File: src/sv/camera_object_frame_parser_defines.svh
// Assertion macros shared by the frame parser RTL.
// Needs clk_i and rst_ni in the scope where a macro is used.
`ifndef CAMERA_OBJECT_FRAME_PARSER_DEFINES_SVH
`define CAMERA_OBJECT_FRAME_PARSER_DEFINES_SVH

// Same-cycle implication, disabled during reset
`define COFP_ASSERT_NOW(lbl, ante, cons, msg) \
  lbl: assert property (@(posedge clk_i) disable iff (!rst_ni) (ante) |-> (cons)) \
    else $error(msg);

// Next-cycle implication, disabled during reset
`define COFP_ASSERT_NEXT(lbl, ante, cons, msg) \
  lbl: assert property (@(posedge clk_i) disable iff (!rst_ni) (ante) |=> (cons)) \
    else $error(msg);

`endif

File: src/sv/cofp_pkg.sv
// Shared widths, sync bytes, register indexes and result type of the frame parser.
// No dependencies.
package cofp_pkg;

  localparam int unsigned ByteW  = 8;
  localparam int unsigned WordW  = 16;
  localparam int unsigned LimitW = 6;
  localparam int unsigned NumWords = 7;

  // Sync pattern bytes
  localparam logic [ByteW-1:0] SYNC_A    = 8'h55;
  localparam logic [ByteW-1:0] SYNC_B    = 8'hAA;
  localparam logic [ByteW-1:0] SYNC_CODE = 8'h56;

  localparam logic [LimitW-1:0] LIMIT_RESET = 6'd50;

  // Configuration register indexes
  localparam int unsigned CfgIdxW = 1;
  localparam logic [CfgIdxW-1:0] REG_FRAME_MODE    = 1'b0;
  localparam logic [CfgIdxW-1:0] REG_ATTEMPT_LIMIT = 1'b1;
  localparam int unsigned CfgDataW = LimitW;

  // One result item
  typedef struct packed {
    logic             timed_out;
    logic [WordW-1:0] check_word;
    logic [WordW-1:0] signature;
    logic [WordW-1:0] center_x;
    logic [WordW-1:0] center_y;
    logic [WordW-1:0] obj_width;
    logic [WordW-1:0] obj_height;
    logic [WordW-1:0] obj_angle;
  } res_t;

endpackage

File: src/sv/cofp_if.sv
// Valid/ready channel interfaces of the frame parser: byte input and result output.
// Depends on cofp_pkg.
interface cofp_in_if;
  logic                     valid;
  logic                     ready;
  logic [cofp_pkg::ByteW-1:0] rx_byte;

  modport source (output valid, output rx_byte, input ready);
  modport sink   (input valid, input rx_byte, output ready);
endinterface

interface cofp_out_if;
  logic                       valid;
  logic                       ready;
  logic                       timed_out;
  logic [cofp_pkg::WordW-1:0] check_word;
  logic [cofp_pkg::WordW-1:0] signature;
  logic [cofp_pkg::WordW-1:0] center_x;
  logic [cofp_pkg::WordW-1:0] center_y;
  logic [cofp_pkg::WordW-1:0] obj_width;
  logic [cofp_pkg::WordW-1:0] obj_height;
  logic [cofp_pkg::WordW-1:0] obj_angle;

  modport source (output valid, output timed_out, output check_word, output signature,
                  output center_x, output center_y, output obj_width, output obj_height,
                  output obj_angle, input ready);
  modport sink   (input valid, input timed_out, input check_word, input signature,
                  input center_x, input center_y, input obj_width, input obj_height,
                  input obj_angle, output ready);
endinterface

File: src/sv/camera_object_frame_parser.sv
// Top level of the camera object frame parser: sync hunt, payload word
// collection, attempt counter and a two-entry result buffer.
// Depends on cofp_pkg, cofp_if.sv and camera_object_frame_parser_defines.svh.
//
//  channel   dir   handshake        payload
//  rx_i      in    valid / ready    rx_byte (8)
//  res_o     out   valid / ready    timed_out, 7 x 16-bit words
//  cfg       in    cfg_we_i         cfg_idx_i (1), cfg_data_i (6)
//
// One byte is taken per cycle while rx_i.ready is high; each byte settles in
// the cycle it is accepted; its result, if any, goes to out_q or skid_q.
// rx_i.ready depends only on the skid register: bytes keep flowing while one
// result waits, and stall only when a second result is held.
// Reset clears the hunt state, the attempt count and both result slots;
// frame_mode resets to 0 and attempt_limit to 50. No clearing pass.
`include "camera_object_frame_parser_defines.svh"

module camera_object_frame_parser (
  input  logic                          clk_i,
  input  logic                          rst_ni,
  cofp_in_if.sink                       rx_i,
  cofp_out_if.source                    res_o,
  input  logic                          cfg_we_i,
  input  logic [cofp_pkg::CfgIdxW-1:0]  cfg_idx_i,
  input  logic [cofp_pkg::CfgDataW-1:0] cfg_data_i
);
  import cofp_pkg::*;

  // Hunt phase codes
  localparam logic [2:0] PH_SYNC0   = 3'd0;
  localparam logic [2:0] PH_SYNC1   = 3'd1;
  localparam logic [2:0] PH_SYNC2   = 3'd2;
  localparam logic [2:0] PH_SYNC3   = 3'd3;
  localparam logic [2:0] PH_PAYLOAD = 3'd4;

  logic              mode_q;
  logic [LimitW-1:0] limit_q;

  logic [2:0]        phase_q, phase_d;
  logic [3:0]        idx_q, idx_d;
  logic [ByteW-1:0]  hold_q, hold_d;
  logic [LimitW-1:0] cnt_q, cnt_d;
  logic [WordW-1:0]  store_q [NumWords];

  res_t out_q, skid_q, res_new;
  logic out_valid_q, skid_valid_q;

  logic              accept, emit, wr_en, last_word;
  logic [ByteW-1:0]  exp_byte;
  logic [LimitW-1:0] lim, cnt_inc;
  logic [2:0]        w_sel, words;
  logic [WordW-1:0]  new_word;
  logic [WordW-1:0]  word [NumWords];

  assign accept = rx_i.valid && rx_i.ready;
  assign rx_i.ready = !skid_valid_q;

  // Configuration registers
  always_ff @(posedge clk_i or negedge rst_ni) begin
    if (!rst_ni) begin
      mode_q  <= 1'b0;
      limit_q <= LIMIT_RESET;
    end else if (cfg_we_i) begin
      unique case (cfg_idx_i)
        REG_FRAME_MODE:    mode_q  <= cfg_data_i[0];
        REG_ATTEMPT_LIMIT: limit_q <= cfg_data_i;
        default: ;
      endcase
    end
  end

  // Derived values
  assign lim      = (limit_q == '0) ? LimitW'(1) : limit_q;
  assign cnt_inc  = cnt_q + LimitW'(1);
  assign w_sel    = (idx_q[3:1] == 3'd7) ? 3'd6 : idx_q[3:1];
  assign words    = mode_q ? 3'd7 : 3'd6;
  assign new_word = {rx_i.rx_byte, hold_q};
  assign last_word = (w_sel + 3'd1) >= words;

  // Expected sync byte per phase
  always_comb begin
    unique case (phase_q)
      PH_SYNC0: exp_byte = SYNC_A;
      PH_SYNC1: exp_byte = SYNC_B;
      PH_SYNC2: exp_byte = mode_q ? SYNC_CODE : SYNC_A;
      PH_SYNC3: exp_byte = SYNC_B;
      default:  exp_byte = SYNC_A;
    endcase
  end

  // Word view with the word written this cycle bypassed in
  always_comb begin
    for (int j = 0; j < NumWords; j++) begin
      word[j] = (wr_en && (w_sel == 3'(j))) ? new_word : store_q[j];
    end
  end

  // Per-byte state update and result build
  always_comb begin
    phase_d = phase_q;
    idx_d   = idx_q;
    hold_d  = hold_q;
    cnt_d   = cnt_q;
    wr_en   = 1'b0;
    emit    = 1'b0;
    res_new = '0;
    if (accept) begin
      if (phase_q < PH_PAYLOAD) begin
        if (rx_i.rx_byte != exp_byte) begin
          // failed attempt
          phase_d = PH_SYNC0;
          if ((cnt_inc == '0) || (cnt_inc >= lim)) begin
            cnt_d             = '0;
            emit              = 1'b1;
            res_new.timed_out = 1'b1;
          end else begin
            cnt_d = cnt_inc;
          end
        end else begin
          phase_d = phase_q + 3'd1;
          if (phase_q == PH_SYNC3) idx_d = '0;
        end
      end else if (!idx_q[0]) begin
        hold_d = rx_i.rx_byte;
        idx_d  = idx_q + 4'd1;
      end else begin
        wr_en = 1'b1;
        idx_d = idx_q + 4'd1;
        if (last_word) begin
          phase_d = PH_SYNC0;
          idx_d   = '0;
          cnt_d   = '0;
          emit    = 1'b1;
        end
      end
    end
    if (emit && !res_new.timed_out) begin
      res_new.check_word = word[0];
      res_new.signature  = word[1];
      res_new.center_x   = word[2];
      res_new.center_y   = word[3];
      res_new.obj_width  = word[4];
      res_new.obj_height = word[5];
      res_new.obj_angle  = mode_q ? word[6] : '0;
    end
  end

  // Hunt state registers
  always_ff @(posedge clk_i or negedge rst_ni) begin
    if (!rst_ni) begin
      phase_q <= PH_SYNC0;
      idx_q   <= '0;
      hold_q  <= '0;
      cnt_q   <= '0;
    end else begin
      phase_q <= phase_d;
      idx_q   <= idx_d;
      hold_q  <= hold_d;
      cnt_q   <= cnt_d;
    end
  end

  // Payload word store, every entry written before it is read
  always_ff @(posedge clk_i) begin
    if (wr_en) store_q[w_sel] <= new_word;
  end

  // Output register with skid slot
  always_ff @(posedge clk_i or negedge rst_ni) begin
    if (!rst_ni) begin
      out_valid_q  <= 1'b0;
      skid_valid_q <= 1'b0;
    end else if (!out_valid_q) begin
      out_valid_q <= emit;
    end else if (res_o.ready) begin
      if (skid_valid_q) begin
        skid_valid_q <= 1'b0;
      end else begin
        out_valid_q <= emit;
      end
    end else if (emit) begin
      skid_valid_q <= 1'b1;
    end
  end

  always_ff @(posedge clk_i) begin
    if (!out_valid_q || res_o.ready) begin
      out_q <= skid_valid_q ? skid_q : res_new;
    end
    if (out_valid_q && !res_o.ready && emit) begin
      skid_q <= res_new;
    end
  end

  assign res_o.valid      = out_valid_q;
  assign res_o.timed_out  = out_q.timed_out;
  assign res_o.check_word = out_q.check_word;
  assign res_o.signature  = out_q.signature;
  assign res_o.center_x   = out_q.center_x;
  assign res_o.center_y   = out_q.center_y;
  assign res_o.obj_width  = out_q.obj_width;
  assign res_o.obj_height = out_q.obj_height;
  assign res_o.obj_angle  = out_q.obj_angle;

  // Checks
  `COFP_ASSERT_NOW(a_skid_needs_out, skid_valid_q, out_valid_q, "skid full with output empty")
  `COFP_ASSERT_NEXT(a_emit_shows, emit && !out_valid_q, out_valid_q, "result not registered")
  `COFP_ASSERT_NOW(a_timeout_zero, out_valid_q && out_q.timed_out,
    (out_q.check_word == '0) && (out_q.center_x == '0) && (out_q.obj_angle == '0),
    "timeout result carries data")
  `COFP_ASSERT_NOW(a_cnt_below_max, 1'b1, cnt_q != '1, "attempt count at its maximum")
  `COFP_ASSERT_NOW(a_idx_range, phase_q == PH_PAYLOAD, idx_q <= 4'd13,
    "payload index past last word")

endmodule
File: src/flat_wrapper.sv
// flat-port wrapper written by rule: the top's interface ports become plain ports
module camera_object_frame_parser_flat import cofp_pkg::*;
  (clk_i, rst_ni, cfg_we_i, cfg_idx_i, cfg_data_i, rx_i_valid, rx_i_rx_byte, rx_i_ready, res_o_valid, res_o_timed_out, res_o_check_word, res_o_signature, res_o_center_x, res_o_center_y, res_o_obj_width, res_o_obj_height, res_o_obj_angle, res_o_ready);
  cofp_in_if rx_i_i ();
  cofp_out_if res_o_i ();
  input  logic clk_i;
  input  logic rst_ni;
  input  logic cfg_we_i;
  input  logic [cofp_pkg::CfgIdxW-1:0] cfg_idx_i;
  input  logic [cofp_pkg::CfgDataW-1:0] cfg_data_i;
  input wire logic [$bits(rx_i_i.valid)-1:0] rx_i_valid;
  input wire logic [$bits(rx_i_i.rx_byte)-1:0] rx_i_rx_byte;
  output wire logic [$bits(rx_i_i.ready)-1:0] rx_i_ready;
  output wire logic [$bits(res_o_i.valid)-1:0] res_o_valid;
  output wire logic [$bits(res_o_i.timed_out)-1:0] res_o_timed_out;
  output wire logic [$bits(res_o_i.check_word)-1:0] res_o_check_word;
  output wire logic [$bits(res_o_i.signature)-1:0] res_o_signature;
  output wire logic [$bits(res_o_i.center_x)-1:0] res_o_center_x;
  output wire logic [$bits(res_o_i.center_y)-1:0] res_o_center_y;
  output wire logic [$bits(res_o_i.obj_width)-1:0] res_o_obj_width;
  output wire logic [$bits(res_o_i.obj_height)-1:0] res_o_obj_height;
  output wire logic [$bits(res_o_i.obj_angle)-1:0] res_o_obj_angle;
  input wire logic [$bits(res_o_i.ready)-1:0] res_o_ready;
  assign rx_i_i.valid = rx_i_valid;
  assign rx_i_i.rx_byte = rx_i_rx_byte;
  assign rx_i_ready = rx_i_i.ready;
  assign res_o_valid = res_o_i.valid;
  assign res_o_timed_out = res_o_i.timed_out;
  assign res_o_check_word = res_o_i.check_word;
  assign res_o_signature = res_o_i.signature;
  assign res_o_center_x = res_o_i.center_x;
  assign res_o_center_y = res_o_i.center_y;
  assign res_o_obj_width = res_o_i.obj_width;
  assign res_o_obj_height = res_o_i.obj_height;
  assign res_o_obj_angle = res_o_i.obj_angle;
  assign res_o_i.ready = res_o_ready;
  camera_object_frame_parser u_core (.clk_i(clk_i), .rst_ni(rst_ni), .rx_i(rx_i_i), .res_o(res_o_i), .cfg_we_i(cfg_we_i), .cfg_idx_i(cfg_idx_i), .cfg_data_i(cfg_data_i));
endmodule
File: config.mk
export PLATFORM = sky130hd
export DESIGN_NAME = camera_object_frame_parser_flat
export DESIGN_NICKNAME = d
export VERILOG_FILES = /design/src/sv/cofp_pkg.sv /design/src/sv/cofp_if.sv /design/src/sv/camera_object_frame_parser.sv /design/src/flat_wrapper.sv
export VERILOG_INCLUDE_DIRS = /design/src /design/src/sv
export SDC_FILE = /design/constraint.sdc
export NUM_CORES = 1
export LEC_CHECK = 0
export BUFFER_PORTS_ARGS = -buffer_cell sky130_fd_sc_hd__buf_2
export CORE_MARGIN = 1
export CORE_UTILIZATION = 59
export CTS_BUF_LIST = sky130_fd_sc_hd__clkbuf_8 sky130_fd_sc_hd__clkbuf_16
export CTS_CLUSTER_SIZE = 10
export DETAILED_ROUTE_END_ITERATION = 7
export PLACE_DENSITY = 0.83
export RECOVER_POWER = 50
export SYNTH_ARGS = -nofsm -noshare
export SYNTH_HDL_FRONTEND = slang
export SYNTH_SLANG_ARGS = --single-unit
File: constraint.sdc
create_clock -name clk_i -period 15.1 [get_ports clk_i]
set_input_delay 3.02 -clock clk_i [delete_from_list [all_inputs] [get_ports clk_i]]
set_output_delay 3.02 -clock clk_i [all_outputs]
set_load 0.005 [all_outputs]
==> metrics.txt <==
Slew Limit Headroom=-1.39; outcome=complete, but fails checks; Critical Path Sink Type=flop; failing checks=capacitance limit, slew limit; ys flop type=edfxtp_1; Fin Hold WS=0.512 ns; CTS Sinks=368; Core Footprint=0.0250 mm^2; vias=8758; Residual DRC=0; Mapped Nets=1069; Int Pwr=1620 uW; Crit Path Category=in2reg; Final Hold Viols=0; Die Ht=162 um; worst r2r dst=u_core.res_o.obj_width[6]; Cell Area, Synth=0.0150 mm^2; Via density=5.80; HPWL Detailed=17500 um; Reg clk slew, reported paths=0.06 ns; initial core utilization=0.600; commonest non-fill, non-tap cell in the layout=edfxtp_1; die width=162 um; Final Skew=0.0239 ns; sequential cell area fraction in the yosys report=0.726; dpl ws=8.81 ns; Tot GR Track Use=0.238; Power per Cell Area=119 mW/mm^2; Synth area leader=edfxtp_1; initial antenna violation count=0; postcts setup bufs=0; Post-Synthesis Cells=1034; syn avg cell area=14.5 um^2; CP arrival=7.46 ns; synth top area cells=edfxtp_1 (68%), mux2i_1 (7.6%), dfrtp_1 (4.5%), o21ai_0 (3.3%), nor2_1 (2.8%); first-pass GRT wire length=47300 um; hold_buf cts=0; R2R depth=2; post-route design area=0.0169 mm^2; Max VDD drop=0.0824 mV; #FFs+latches synth=368; Placed Area=0.0159 mm^2; clock share of power=0.434; final setup violation count=0; Synth top area share=0.676; highest-count cells in the layout ignoring fill and taps=edfxtp_1 (338), mux2i_1 (114), nor2_1 (112), nand2_1 (107), o21ai_0 (98); hold path endpoint=u_core.limit_q[0]; flop-to-flop setup slack=9.91 ns; Min-Delay Path Depth=1; Post-synth ARST share=0.0815; Ys Warns=0; nets=1196; fill count=1661; Max Slew Vio Count=194; crit path from=res_o_ready; input/output buffers=134; Switch Pwr=384 uW; number of max-cap violations=6; die area=0.0261 mm^2; routability congestion estimate=0.826; CTS root buffer=clkbuf_16; Least-Margin Pin Slew=3.58 ns; ratio of cells with drive above 1 in the final layout=0.143; post-route setup slack=7.68 ns; crit-path max FO=66; Sw Ratio=0.192; Distinct cells, synth=56; row count=58; Clk Latency, worst-skew pair=0.53 ns; Hold Crit Start=u_core.limit_q[0]; Post-synth EDFFs=338; r2r startpoint=u_core.res_o.valid; Routed WL per cell=20.2 um; Clock Tree Buf Depth=3; I/O pin count=135; ANT cells=0; CTS buffer count=42; first-pass iteration count of the detailed router=5; Critical Path RT=15.14 ns; period utilization=0.491; vias in the first global route=8622; total negative slack=0 ns; sequential power share=0.552; highest clock rate=0.135 GHz; Total Power=2000 uW; Remaining Overflow, GRT=0; CTS tree=built; RSZ-0062 raised after global routing=no; Post-DRT Antenna Nets=0; H-tree depth=2; CP Launch Type=input pin; largest net degree at the start of global routing=122; Final min period=7.42 ns; Detailed Route WL=30500 um; Area growth syn-to-layout=12.6%; leak pwr=0.00631 uW; Worst Hold Class=reg2reg; DR iter-0 viols=970; Comb pwr share=0.013; cts repair resizes=0
-- routing by layer --
layer  part of all wire  vias to the layer above  GRT usage  wire (um)
li1                   -                     4028          -          -
met1               0.42                     4295      0.325      12700
met2               0.48                      372      0.382      14600
met3              0.070                       63     0.0395       2140
met4              0.035                        0      0.102       1060
met5                  0                        -          0          0
-- cells by family after synthesis --
family / Yosys count / synth area share
AND/OR/NAND/NOR: 275 / 0.0798
XOR/XNOR: 6 / 0.00350
adder cells (fa/ha/maj): 15 / 0.0125
AO/OA/AOI/OAI: 154 / 0.0604
buffers and inverters: 86 / 0.0294
flip-flops: 368 / 0.726
multiplexers: 130 / 0.0880
-- area by class of cell --
class                           count  area (um^2)  share of cell area
Timing Repair Buffer              143          656              0.0388
Sequential cell                   368        10900               0.645
Inverter                           26         97.6             0.00577
Clock buffer                       43         1080              0.0637
Multi-Input combinational cell    580         3670               0.217
Clock inverter                     19         76.3             0.00452
Tap cell                          330          413              0.0244
-- synthesized netlist by cell type, types with 2 or more instances --
master / count
nand3_1: 12
mux2i_1: 114
nand2b_1: 8
o211ai_1: 2
nand2_1: 107
buf_6: 12
or4_4: 2
buf_4: 4
xnor2_1: 5
dfstp_2: 3
a32o_1: 2
mux2_2: 16
o22ai_1: 6
and3_1: 3
o21ai_1: 2
inv_1: 25
a31o_2: 3
nor2_2: 10
dfrtp_1: 27
a21o_1: 16
nor3_1: 4
clkbuf_1: 33
nor2b_1: 5
nor2_1: 112
buf_2: 11
a21oi_1: 8
ha_1: 15
o21ai_0: 98
a211oi_1: 2
nand4_1: 4
edfxtp_1: 338
-- state kept, by name (all words and copies together), names as in the netlist, 3 cells and up --
register,count
u_core.res_o.obj_angle,16
u_core.store_q,112
u_core.cnt_q,6
u_core.phase_q,3
u_core.limit_q,6
u_core.res_o.check_word,16
u_core.hold_q,8
u_core.res_o.signature,16
u_core.res_o.center_x,16
u_core.res_o.center_y,16
u_core.res_o.obj_width,16
u_core.res_o.obj_height,16
u_core.skid_q,113
u_core.idx_q,4
-- worst max path at each step --
stage,endpoint,slack (ns),depth (start not counted)
3_3_place_gp,u_core.skid_q[47],8.90,9
4_1_cts,u_core.skid_q[79],9.35,9
6_report,u_core.res_o.obj_width[6],7.68,4
2_1_floorplan,u_core.skid_q[0],0.44,3
3_5_place_dp,u_core.skid_q[69],8.81,9
5_1_grt,u_core.res_o.obj_width[12],7.19,4
-- power by group through the flow --
stage / combinational, uW / sequential [uW] / clock, uW
after floorplan: 16.1 / 1130 / 0
after global placement: 25.3 / 1130 / 0
after detailed placement: 27.3 / 1130 / 0
after CTS: 27.5 / 1110 / 876
after global routing: 29.8 / 1110 / 916
final: 26.8 / 1110 / 870
-- critical path, cell delays in order --
cell      delay [ns]
clkbuf_1        0.11
inv_1           0.07
nand2_1         1.53
clkbuf_1        2.60
-- per-stage QoR --
| step | instances | utilization |
|---|---|---|
| floorplan | 1034 | - |
| global placement | 1447 | 0.633 |
| detailed placement | 1447 | 0.633 |
| CTS | 1509 | 0.679 |
| global route | 1509 | 0.675 |
| finish | 1509 | 0.675 |
Power figures use the tool's default switching activity.
